--- src/rtl/tsrr_pkg.sv ---
// Shared types and constants for the task slot round-robin scheduler.
// No dependencies; imported by the interfaces, the scan unit and the top level.
package tsrr_pkg;

    localparam int REQ_W     = 2;
    localparam int SLOT_ID_W = 4;
    localparam int STACK_W   = 32;
    localparam int COUNT_W   = 5;

    // request codes; the fourth code is unknown and is rejected
    localparam logic [REQ_W-1:0] REQ_CREATE  = 2'd0;
    localparam logic [REQ_W-1:0] REQ_DESTROY = 2'd1;
    localparam logic [REQ_W-1:0] REQ_SWITCH  = 2'd2;

    // sequencer to scan unit
    typedef struct packed {
        logic start;
        logic want;     // used-bit value the scan looks for
    } t_scan_ctl;

    // scan unit to sequencer
    typedef struct packed {
        logic done;
        logic found;
    } t_scan_sts;

endpackage

--- src/rtl/tsrr_if.sv ---
// Valid/ready channel interfaces for scheduler requests and responses.
// Depends on tsrr_pkg for field widths.
interface tsrr_req_if;
    import tsrr_pkg::*;
    logic                 valid;
    logic                 ready;
    logic [REQ_W-1:0]     req_type;
    logic [SLOT_ID_W-1:0] slot_id;
    logic [STACK_W-1:0]   stack_ptr;
    modport source (output valid, req_type, slot_id, stack_ptr, input ready);
    modport sink   (input valid, req_type, slot_id, stack_ptr, output ready);
endinterface

interface tsrr_rsp_if;
    import tsrr_pkg::*;
    logic                 valid;
    logic                 ready;
    logic [SLOT_ID_W-1:0] result_slot;
    logic                 ok;
    logic [STACK_W-1:0]   stack_out;
    logic                 switched;
    logic [COUNT_W-1:0]   live_count;
    modport source (output valid, result_slot, ok, stack_out, switched, live_count,
                    input ready);
    modport sink   (input valid, result_slot, ok, stack_out, switched, live_count,
                    output ready);
endinterface

--- src/rtl/tsrr_ram.sv ---
// Generic single-write, single-read RAM with registered read data.
// No dependencies.
module tsrr_ram #(
    parameter int WIDTH = 32,
    parameter int DEPTH = 16
) (
    input  logic                     i_clk,
    input  logic                     i_we,
    input  logic [$clog2(DEPTH)-1:0] i_waddr,
    input  logic [WIDTH-1:0]         i_wdata,
    input  logic [$clog2(DEPTH)-1:0] i_raddr,
    output logic [WIDTH-1:0]         o_rdata
);

    logic [WIDTH-1:0] r_mem [DEPTH];
    logic [WIDTH-1:0] r_rdata;

    // write port and registered read port
    always_ff @(posedge i_clk) begin
        if (i_we) begin
            r_mem[i_waddr] <= i_wdata;
        end
        r_rdata <= r_mem[i_raddr];
    end

    assign o_rdata = r_rdata;

endmodule

--- src/rtl/tsrr_scan.sv ---
// Slot scan unit: steps one slot per cycle looking for a given used-bit value.
// Depends on tsrr_pkg for the control and status structs.
module tsrr_scan #(
    parameter int NUM_SLOTS = 16
) (
    input  logic                             i_clk,
    input  logic                             i_rst_n,
    input  logic [NUM_SLOTS-1:0]             i_used,
    input  tsrr_pkg::t_scan_ctl              i_ctl,
    input  logic [$clog2(NUM_SLOTS):0]       i_from,
    output tsrr_pkg::t_scan_sts              o_sts,
    output logic [$clog2(NUM_SLOTS)-1:0]     o_idx
);
    import tsrr_pkg::*;

    localparam int SW = $clog2(NUM_SLOTS);
    localparam logic [SW:0] LIMIT = (SW+1)'(NUM_SLOTS);

    logic          r_busy, n_busy;
    logic          r_want, n_want;
    logic [SW:0]   r_idx,  n_idx;
    logic          w_past_end;
    logic          w_match;

    // compare the current slot against the wanted value
    assign w_past_end = (r_idx >= LIMIT);
    assign w_match    = (i_used[r_idx[SW-1:0]] == r_want);

    assign o_sts.done  = r_busy && (w_past_end || w_match);
    assign o_sts.found = r_busy && !w_past_end && w_match;
    assign o_idx       = r_idx[SW-1:0];

    // load on start, advance until a hit or the end of the table
    always_comb begin
        n_busy = r_busy;
        n_want = r_want;
        n_idx  = r_idx;
        if (i_ctl.start) begin
            n_busy = 1'b1;
            n_want = i_ctl.want;
            n_idx  = i_from;
        end else if (r_busy) begin
            if (w_past_end || w_match) begin
                n_busy = 1'b0;
            end else begin
                n_idx = r_idx + (SW+1)'(1);
            end
        end
    end

    always_ff @(posedge i_clk) begin
        if (!i_rst_n) begin
            r_busy <= 1'b0;
        end else begin
            r_busy <= n_busy;
        end
    end

    always_ff @(posedge i_clk) begin
        r_want <= n_want;
        r_idx  <= n_idx;
    end

endmodule

--- src/rtl/task_slot_round_robin_scheduler_unit.sv ---
// Top level of the task slot round-robin scheduler: sequencer, slot table, outputs.
// Depends on tsrr_pkg, tsrr_if, tsrr_ram and tsrr_scan.
//
//   channel  | dir | handshake          | word
//   ---------+-----+--------------------+------------------------------------------
//   i_req    | in  | valid/ready        | req_type, slot_id, stack_ptr
//   o_rsp    | out | valid/ready        | result_slot, ok, stack_out, switched,
//            |     |                    | live_count
//
// Destroy and unknown requests pass from dispatch straight to finish.
// Create scans from slot 0 for the lowest free slot and fails when the table is full.
// Switch scans the slots above the running one and picks the first used one, or
// slot 0 on a wrap, then reads the stack memory in the read state when the chosen
// slot changes.
// The scan unit tests one slot per cycle.
// Reset is synchronous; slot 0 is used and running afterward, no sweep is needed.
// A new request is taken while a response waits; it then holds before output.
module task_slot_round_robin_scheduler_unit #(
    parameter int NUM_SLOTS = 16
) (
    input  logic              i_clk,
    input  logic              i_rst_n,
    tsrr_req_if.sink          i_req,
    tsrr_rsp_if.source        o_rsp
);
    import tsrr_pkg::*;

    localparam int SW = $clog2(NUM_SLOTS);

    typedef enum logic [4:0] {
        S_IDLE     = 5'b00001,
        S_DISPATCH = 5'b00010,
        S_SCAN     = 5'b00100,
        S_READ     = 5'b01000,
        S_FINISH   = 5'b10000
    } t_state;

    t_state                r_state, n_state;
    logic [NUM_SLOTS-1:0]  r_used,  n_used;
    logic [SW-1:0]         r_run,   n_run;
    logic [COUNT_W-1:0]    r_total, n_total;

    logic [REQ_W-1:0]      r_req,   n_req;
    logic [SLOT_ID_W-1:0]  r_sid,   n_sid;
    logic [STACK_W-1:0]    r_stk,   n_stk;

    logic [SLOT_ID_W-1:0]  r_res_slot,   n_res_slot;
    logic                  r_res_ok,     n_res_ok;
    logic [STACK_W-1:0]    r_res_stack,  n_res_stack;
    logic                  r_res_sw,     n_res_sw;

    logic                  r_out_valid,  n_out_valid;
    logic [SLOT_ID_W-1:0]  r_out_slot;
    logic                  r_out_ok;
    logic [STACK_W-1:0]    r_out_stack;
    logic                  r_out_sw;
    logic [COUNT_W-1:0]    r_out_total;

    t_scan_ctl             w_scan_ctl;
    t_scan_sts             w_scan_sts;
    logic [SW:0]           w_scan_from;
    logic [SW-1:0]         w_scan_idx;

    logic                  w_ram_we;
    logic [SW-1:0]         w_ram_waddr;
    logic [STACK_W-1:0]    w_ram_wdata;
    logic [SW-1:0]         w_ram_raddr;
    logic [STACK_W-1:0]    w_ram_rdata;

    logic                  w_sid_ok;
    logic [SW-1:0]         w_sid_idx;
    logic [SW-1:0]         w_nxt;
    logic                  w_out_load;

    // saved stack pointers per slot
    tsrr_ram #(
        .WIDTH (STACK_W),
        .DEPTH (NUM_SLOTS)
    ) u_stack_ram (
        .i_clk   (i_clk),
        .i_we    (w_ram_we),
        .i_waddr (w_ram_waddr),
        .i_wdata (w_ram_wdata),
        .i_raddr (w_ram_raddr),
        .o_rdata (w_ram_rdata)
    );

    // shared slot scan
    tsrr_scan #(
        .NUM_SLOTS (NUM_SLOTS)
    ) u_scan (
        .i_clk   (i_clk),
        .i_rst_n (i_rst_n),
        .i_used  (r_used),
        .i_ctl   (w_scan_ctl),
        .i_from  (w_scan_from),
        .o_sts   (w_scan_sts),
        .o_idx   (w_scan_idx)
    );

    // destroy target in range, and the next slot to run after a scan
    assign w_sid_ok  = (int'(r_sid) < NUM_SLOTS);
    assign w_sid_idx = SW'(r_sid);
    assign w_nxt     = w_scan_sts.found ? w_scan_idx : '0;

    assign i_req.ready = (r_state == S_IDLE);
    assign w_out_load  = (r_state == S_FINISH) && (!r_out_valid || o_rsp.ready);

    // sequencer
    always_comb begin
        n_state     = r_state;
        n_used      = r_used;
        n_run       = r_run;
        n_total     = r_total;
        n_req       = r_req;
        n_sid       = r_sid;
        n_stk       = r_stk;
        n_res_slot  = r_res_slot;
        n_res_ok    = r_res_ok;
        n_res_stack = r_res_stack;
        n_res_sw    = r_res_sw;
        w_scan_ctl  = '0;
        w_scan_from = '0;
        w_ram_we    = 1'b0;
        w_ram_waddr = '0;
        w_ram_wdata = '0;
        w_ram_raddr = '0;
        case (r_state)
            S_IDLE: begin
                // latch the request word
                if (i_req.valid) begin
                    n_req   = i_req.req_type;
                    n_sid   = i_req.slot_id;
                    n_stk   = i_req.stack_ptr;
                    n_state = S_DISPATCH;
                end
            end
            S_DISPATCH: begin
                n_res_slot  = '0;
                n_res_ok    = 1'b0;
                n_res_stack = '0;
                n_res_sw    = 1'b0;
                case (r_req)
                    REQ_CREATE: begin
                        // look for the lowest free slot
                        w_scan_ctl.start = 1'b1;
                        w_scan_ctl.want  = 1'b0;
                        n_state          = S_SCAN;
                    end
                    REQ_DESTROY: begin
                        // free a used slot, drop a request for a free one
                        n_state = S_FINISH;
                        if (w_sid_ok && r_used[w_sid_idx]) begin
                            n_used[w_sid_idx] = 1'b0;
                            w_ram_we          = 1'b1;
                            w_ram_waddr       = w_sid_idx;
                            if (r_total != '0) begin
                                n_total = r_total - COUNT_W'(1);
                            end
                            n_res_ok = 1'b1;
                        end
                    end
                    REQ_SWITCH: begin
                        // save the running stack, scan above the running slot
                        w_ram_we         = 1'b1;
                        w_ram_waddr      = r_run;
                        w_ram_wdata      = r_stk;
                        w_scan_ctl.start = 1'b1;
                        w_scan_ctl.want  = 1'b1;
                        w_scan_from      = {1'b0, r_run} + (SW+1)'(1);
                        n_state          = S_SCAN;
                    end
                    default: begin
                        n_state = S_FINISH;
                    end
                endcase
            end
            S_SCAN: begin
                if (w_scan_sts.done) begin
                    if (r_req == REQ_CREATE) begin
                        // claim the free slot and store its stack
                        n_state = S_FINISH;
                        if (w_scan_sts.found) begin
                            n_used[w_scan_idx] = 1'b1;
                            w_ram_we           = 1'b1;
                            w_ram_waddr        = w_scan_idx;
                            w_ram_wdata        = r_stk;
                            n_total            = r_total + COUNT_W'(1);
                            n_res_slot         = SLOT_ID_W'(w_scan_idx);
                            n_res_ok           = 1'b1;
                        end
                    end else begin
                        // hand over to the next slot, bypass the stack on a self pick
                        n_run      = w_nxt;
                        n_res_slot = SLOT_ID_W'(w_nxt);
                        n_res_ok   = 1'b1;
                        n_res_sw   = (w_nxt != r_run);
                        if (w_nxt == r_run) begin
                            n_res_stack = r_stk;
                            n_state     = S_FINISH;
                        end else begin
                            w_ram_raddr = w_nxt;
                            n_state     = S_READ;
                        end
                    end
                end
            end
            S_READ: begin
                n_res_stack = w_ram_rdata;
                n_state     = S_FINISH;
            end
            S_FINISH: begin
                if (w_out_load) begin
                    n_state = S_IDLE;
                end
            end
            default: begin
                n_state = S_IDLE;
            end
        endcase
    end

    // output register valid: load from the result, clear when taken
    always_comb begin
        n_out_valid = r_out_valid;
        if (w_out_load) begin
            n_out_valid = 1'b1;
        end else if (o_rsp.ready) begin
            n_out_valid = 1'b0;
        end
    end

    always_ff @(posedge i_clk) begin
        if (!i_rst_n) begin
            r_state     <= S_IDLE;
            r_used      <= {{(NUM_SLOTS-1){1'b0}}, 1'b1};
            r_run       <= '0;
            r_total     <= '0;
            r_out_valid <= 1'b0;
        end else begin
            r_state     <= n_state;
            r_used      <= n_used;
            r_run       <= n_run;
            r_total     <= n_total;
            r_out_valid <= n_out_valid;
        end
    end

    always_ff @(posedge i_clk) begin
        r_req       <= n_req;
        r_sid       <= n_sid;
        r_stk       <= n_stk;
        r_res_slot  <= n_res_slot;
        r_res_ok    <= n_res_ok;
        r_res_stack <= n_res_stack;
        r_res_sw    <= n_res_sw;
        if (w_out_load) begin
            r_out_slot  <= r_res_slot;
            r_out_ok    <= r_res_ok;
            r_out_stack <= r_res_stack;
            r_out_sw    <= r_res_sw;
            r_out_total <= r_total;
        end
    end

    assign o_rsp.valid       = r_out_valid;
    assign o_rsp.result_slot = r_out_slot;
    assign o_rsp.ok          = r_out_ok;
    assign o_rsp.stack_out   = r_out_stack;
    assign o_rsp.switched    = r_out_sw;
    assign o_rsp.live_count  = r_out_total;

`ifndef SYNTH
    // scan results only arrive while the sequencer waits for them
    a_scan_in_state: assert property (@(posedge i_clk) disable iff (!i_rst_n)
        w_scan_sts.done |-> (r_state == S_SCAN))
        else $error("scan finished outside the scan state");

    // a successful create leaves its slot marked used
    a_create_marks: assert property (@(posedge i_clk) disable iff (!i_rst_n)
        (r_state == S_SCAN && w_scan_sts.done && w_scan_sts.found && r_req == REQ_CREATE)
        |=> r_used[$past(w_scan_idx)])
        else $error("created slot not marked used");

    // a response appears only after the finish state
    a_out_from_finish: assert property (@(posedge i_clk) disable iff (!i_rst_n)
        $rose(r_out_valid) |-> $past(r_state == S_FINISH))
        else $error("response raised outside the finish state");
`endif

endmodule
--- src/flat_wrapper.sv ---
// flat-port wrapper written by rule: the top's interface ports become plain ports
module task_slot_round_robin_scheduler_unit_flat import tsrr_pkg::*;
#(
    parameter int NUM_SLOTS = 16
)
  (i_clk, i_rst_n, i_req_valid, i_req_req_type, i_req_slot_id, i_req_stack_ptr, i_req_ready, o_rsp_valid, o_rsp_result_slot, o_rsp_ok, o_rsp_stack_out, o_rsp_switched, o_rsp_live_count, o_rsp_ready);
  tsrr_req_if i_req_i ();
  tsrr_rsp_if o_rsp_i ();
  input  logic i_clk;
  input  logic i_rst_n;
  input wire logic [$bits(i_req_i.valid)-1:0] i_req_valid;
  input wire logic [$bits(i_req_i.req_type)-1:0] i_req_req_type;
  input wire logic [$bits(i_req_i.slot_id)-1:0] i_req_slot_id;
  input wire logic [$bits(i_req_i.stack_ptr)-1:0] i_req_stack_ptr;
  output wire logic [$bits(i_req_i.ready)-1:0] i_req_ready;
  output wire logic [$bits(o_rsp_i.valid)-1:0] o_rsp_valid;
  output wire logic [$bits(o_rsp_i.result_slot)-1:0] o_rsp_result_slot;
  output wire logic [$bits(o_rsp_i.ok)-1:0] o_rsp_ok;
  output wire logic [$bits(o_rsp_i.stack_out)-1:0] o_rsp_stack_out;
  output wire logic [$bits(o_rsp_i.switched)-1:0] o_rsp_switched;
  output wire logic [$bits(o_rsp_i.live_count)-1:0] o_rsp_live_count;
  input wire logic [$bits(o_rsp_i.ready)-1:0] o_rsp_ready;
  assign i_req_i.valid = i_req_valid;
  assign i_req_i.req_type = i_req_req_type;
  assign i_req_i.slot_id = i_req_slot_id;
  assign i_req_i.stack_ptr = i_req_stack_ptr;
  assign i_req_ready = i_req_i.ready;
  assign o_rsp_valid = o_rsp_i.valid;
  assign o_rsp_result_slot = o_rsp_i.result_slot;
  assign o_rsp_ok = o_rsp_i.ok;
  assign o_rsp_stack_out = o_rsp_i.stack_out;
  assign o_rsp_switched = o_rsp_i.switched;
  assign o_rsp_live_count = o_rsp_i.live_count;
  assign o_rsp_i.ready = o_rsp_ready;
  task_slot_round_robin_scheduler_unit #(.NUM_SLOTS(NUM_SLOTS)) u_core (.i_clk(i_clk), .i_rst_n(i_rst_n), .i_req(i_req_i), .o_rsp(o_rsp_i));
endmodule
--- config.mk ---
export PLATFORM = sky130hd
export DESIGN_NAME = task_slot_round_robin_scheduler_unit_flat
export DESIGN_NICKNAME = d
export VERILOG_FILES = /design/src/rtl/tsrr_pkg.sv /design/src/rtl/tsrr_if.sv /design/src/rtl/tsrr_ram.sv /design/src/rtl/tsrr_scan.sv /design/src/rtl/task_slot_round_robin_scheduler_unit.sv /design/src/flat_wrapper.sv
export SDC_FILE = /design/constraint.sdc
export NUM_CORES = 1
export LEC_CHECK = 0
export ABC_CLOCK_PERIOD_IN_PS = 9100
export BUFFER_PORTS_ARGS = -buffer_cell sky130_fd_sc_hd__buf_2
export CELL_PAD_IN_SITES_DETAIL_PLACEMENT = 0
export CELL_PAD_IN_SITES_GLOBAL_PLACEMENT = 1
export CORE_AREA = 2 2 206 360
export CTS_BUF_LIST = sky130_fd_sc_hd__clkbuf_8
export DETAILED_ROUTE_END_ITERATION = 12
export DIE_AREA = 0 0 208 362
export PLACE_DENSITY_LB_ADDON = 0.25
export SYNTH_ARGS = -nofsm -noshare
export SYNTH_HDL_FRONTEND = slang
export SYNTH_SLANG_ARGS = --single-unit
--- constraint.sdc ---
create_clock -name i_clk -period 9.1 [get_ports i_clk]
set_clock_uncertainty 0.05 [all_clocks]
set_input_delay 1.365 -clock i_clk [delete_from_list [all_inputs] [get_ports i_clk]]
set_output_delay 1.365 -clock i_clk [all_outputs]
set_load 0.05 [all_outputs]
==> results by stage <==
Status:
- The flow ran to the end, and the final reports show no timing, DRC or antenna violations.

Global route:
- The number of antenna violations at the first check in global routing is 2.
- The global-route wire length before repair is 124 mm.
- The via count of the first global-routing pass is 18.7k.
- The overflow left after global routing is 0.
- The pin count of the biggest net entering global routing is 185.
- The global router's overall resource usage is 22.3%.

Layout:
- Leaving out fill and tap cells, the most frequent cell in the layout is sky130_fd_sc_hd__edfxtp_1.
- The area growth from synthesis to layout is 11.8%.
- The proportion of layout cells with a drive suffix above 1 is 14.8%.
- The library cells used most frequently in the layout, excluding fill and tap cells, are 637 x sky130_fd_sc_hd__edfxtp_1, 129 x sky130_fd_sc_hd__nor2_1, 105 x sky130_fd_sc_hd__clkbuf_8, 103 x sky130_fd_sc_hd__o21ai_0, 97 x sky130_fd_sc_hd__nand2_1.
- The layout has 6473 filler cells.
- The number of nets in the final layout is 2153.
- The final instance area is 0.0321 sq mm.

Drt:
- The residual DRC count is 0.
- The routed layout has 18.3k vias.
- The post-detailed-routing wire length is 84.5 mm.
- In this run, the number of DRC markers left after iteration 0 of detailed routing was 1717.
- The remaining antenna violation count is 0.
- The routed via count divided by cell count is 5.88.
- The first-pass iteration count of the detailed router is 5.
- In the final routed layout, each cell accounts on average for 27.1 microns.

CTS:
- The post-CTS clock slew at the launch and capture registers of the worst setup and hold paths is 0.07 ns.
- The post-cts gate resize count is 0.
- The master cell of the clock root buffer is sky130_fd_sc_hd__clkbuf_8.
- The post-CTS setup-driven buffer insertion count is 0.
- TritonCTS built the clock tree.
- The longest clock path from root to sink contains 3 buffers.
- The H-tree was split into 3 levels.
- The clock net in this run drives a total of 701 sinks.
- The total clock buffers created by CTS is 101.
- At the later pin of the worst-skew pair, clock insertion delay measures 0.77 ns.
- The count of hold buffers inserted by post-cts repair is 0.

Worst setup path:
- STA puts the critical path data required time at 9.69 ns.
- The capturing element type of the critical path is a register.
- By startpoint and endpoint, the worst setup path is classified as register to register.
- The nature of the critical path startpoint is a register.
- STA puts the critical path data arrival time at 6.18 ns.
- The start point of the critical path is u_core.u_scan.r_idx[1].
- The maximum fanout encountered on the critical timing path is 66.
- In this run the critical register-to-register path is launched from u_core.u_scan.r_idx[1].

Die:
- The die width is 208 microns.
- For this configuration, the core starts out at a cell density of 39.6%.
- Row generation in the floorplan step produced 131 rows.
- 87 I/O pins were placed.
- The core box area is 0.0724 sq mm.
- The overall die height is 362 microns.
- The floorplan step defined a die boundary enclosing 0.0753 sq mm.

Synth:
- The synthesized area is 0.0287 sq mm.
- The number of synthesized flops with an enable pin is 637.
- The sequential fraction of the synthesis area is 71.1%.
- The post-synthesis cell type count is 57.
- The top flip-flop cell by instance count after synthesis is sky130_fd_sc_hd__edfxtp_1.
- Dividing the synthesized area by the synthesized cell count gives 14.1 sq um.
- Synthesis inferred 701 register bits.
- The post-synthesis net count is 2084.
- Synthesis produced a netlist whose cell count is 2030.
- The share of synthesized registers carrying an async set or reset is 0%.
- The Yosys warning count is 0.

Hold path:
- The class of the worst hold path is register to register.
- The launch instance of the worst min-delay path is u_core.r_res_stack[17].

STA:
- The max-slew violation count is 0.
- The worst relative slew slack is 25.3%.
- Setup slack closes at 3.51 ns.
- The shortest clock period the worst path allows after layout is 5.59 ns.
- The worst hold margin is 0.365 ns.
- The final-report hold violation count was 0.
- Setup repair after global routing left no endpoint under its margin.
- Setup violations remaining at the end of the flow were counted as 0.
- The achievable frequency is 179 MHz.
- At the pin with the least slew margin, the transition time is 1.12 ns.
- After layout, the worst path uses 61.4% of the clock period.
- Summed over all failing endpoints, the final setup total negative slack is 0 ns.

Placement:
- The number of port buffers is 86.
- Once placement finished, the instance area stood at 0.0302 sq mm.
- The congestion estimate from routability-driven global placement came to 0.786.
- The detailed-placement wirelength estimate is 44.8 mm.
- The worst-case setup slack after placement is 3.67 ns.

Pwr:
- For this design the ratio of total power to cell area is 187 mW/mm^2.
- The leakage dissipation is 9.82 nW.
- The maximum resistive drop on vdd is 111 uV.

Flow run:
- The number of maximum-capacitance violations is 0.
## stage by stage
stage,total power [W],utilization [%],instances
2_1_floorplan,0.00367,-,2030
3_3_place_gp,0.00373,41.7,2927
3_5_place_dp,0.00373,41.7,2927
4_1_cts,0.00606,44.3,3115
5_1_grt,0.00619,44.3,3116
6_report,0.00599,44.3,3116
## kinds of logic after synthesis
family / share of synthesized area (%)
DFF: 71.1
AOI/OAI and AO/OA: 13.8
muxes: 3.44
buffers and inverters: 2.53
xor gates and xnor gates: 0.458
adders and majority gates: 0.549
and+or+nand+nor: 8.04
## metal layers
layer	GRT usage [%]	share of wire, %	vias up
met5	0	0	-
met4	10.8	4.3	0
met3	3.77	5.8	219
met2	39.0	51	744
met1	26.5	39	9295
li1	-	-	8060
## worst max-delay path: stages, from the launching register on
cell,delay [ns]
sky130_fd_sc_hd__edfxtp_1,1.03
sky130_fd_sc_hd__mux2_2,0.41
sky130_fd_sc_hd__mux4_2,0.57
sky130_fd_sc_hd__mux2i_1,0.17
sky130_fd_sc_hd__a221o_2,0.41
sky130_fd_sc_hd__buf_4,0.44
sky130_fd_sc_hd__nand3_2,0.32
sky130_fd_sc_hd__buf_4,0.42
sky130_fd_sc_hd__and3_2,0.54
sky130_fd_sc_hd__buf_4,0.73
sky130_fd_sc_hd__a31oi_1,0.09
sky130_fd_sc_hd__o22ai_1,0.19
## registers in the layout, indices dropped and copies added, names as in the netlist, 2 cells and up
signal / cells
u_core.o_rsp.stack_out: 32
u_core.r_stk: 32
u_core.r_res_stack: 32
u_core.r_run: 4
u_core.r_used: 16
u_core.r_res_slot: 4
u_core.u_stack_ram.r_mem: 512
u_core.r_sid: 4
u_core.o_rsp.live_count: 5
u_core.u_stack_ram.o_rdata: 32
u_core.r_state: 5
u_core.o_rsp.result_slot: 4
u_core.r_req: 2
u_core.r_total: 5
u_core.u_scan.r_idx: 5
## cells in the mapped netlist, drive strengths merged (33+ instances only)
library cell | n | area, sq um
nand3 | 46 | 230
nor2 | 145 | 544
nand2b | 69 | 432
o31ai | 33 | 248
a21o | 39 | 293
a31oi | 39 | 244
a22o | 33 | 289
o211ai | 39 | 293
edfxtp | 637 | 19100
buf | 41 | 208
nand2 | 97 | 364
clkbuf | 127 | 477
a311oi | 68 | 602
o21ai | 111 | 556
a221o | 64 | 641
a21oi | 80 | 400
and2 | 71 | 444
o22ai | 35 | 219
mux2i | 72 | 728
dfxtp | 64 | 1280
## where the power goes
part	internal [W]	leakage, nW	switching (W)
sequential	0.00351	5.38	0.0000251
clock	0.00110	1.05	0.00122
combinational	0.0000392	3.39	0.0000921
## cell type report
| type | instances | area (sq um) | share of cell area, % |
|---|---|---|---|
| flip-flops and latches | 701 | 20400 | 63.6 |
| inverters | 11 | 41.3 | 0.129 |
| clock inverters | 83 | 388 | 1.21 |
| clock buffers | 105 | 1450 | 4.51 |
| repair buffers | 134 | 816 | 2.54 |
| multi-input cells | 1150 | 7800 | 24.3 |
| diodes | 1 | 2.50 | 0.00780 |
| well taps | 931 | 1160 | 3.63 |
## path summary, 6_finish.rpt
kind                                        end  depth (start not counted)  slack (ns)
setup / recovery  u_core.u_stack_ram.o_rdata[6]                         11        3.51
hold / removal       u_core.o_rsp.stack_out[17]                          0        0.36
setup reg to reg  u_core.u_stack_ram.o_rdata[6]                         11        3.51
hold reg to reg      u_core.o_rsp.stack_out[17]                          0        0.36
(Power assumes the default switching activity.)
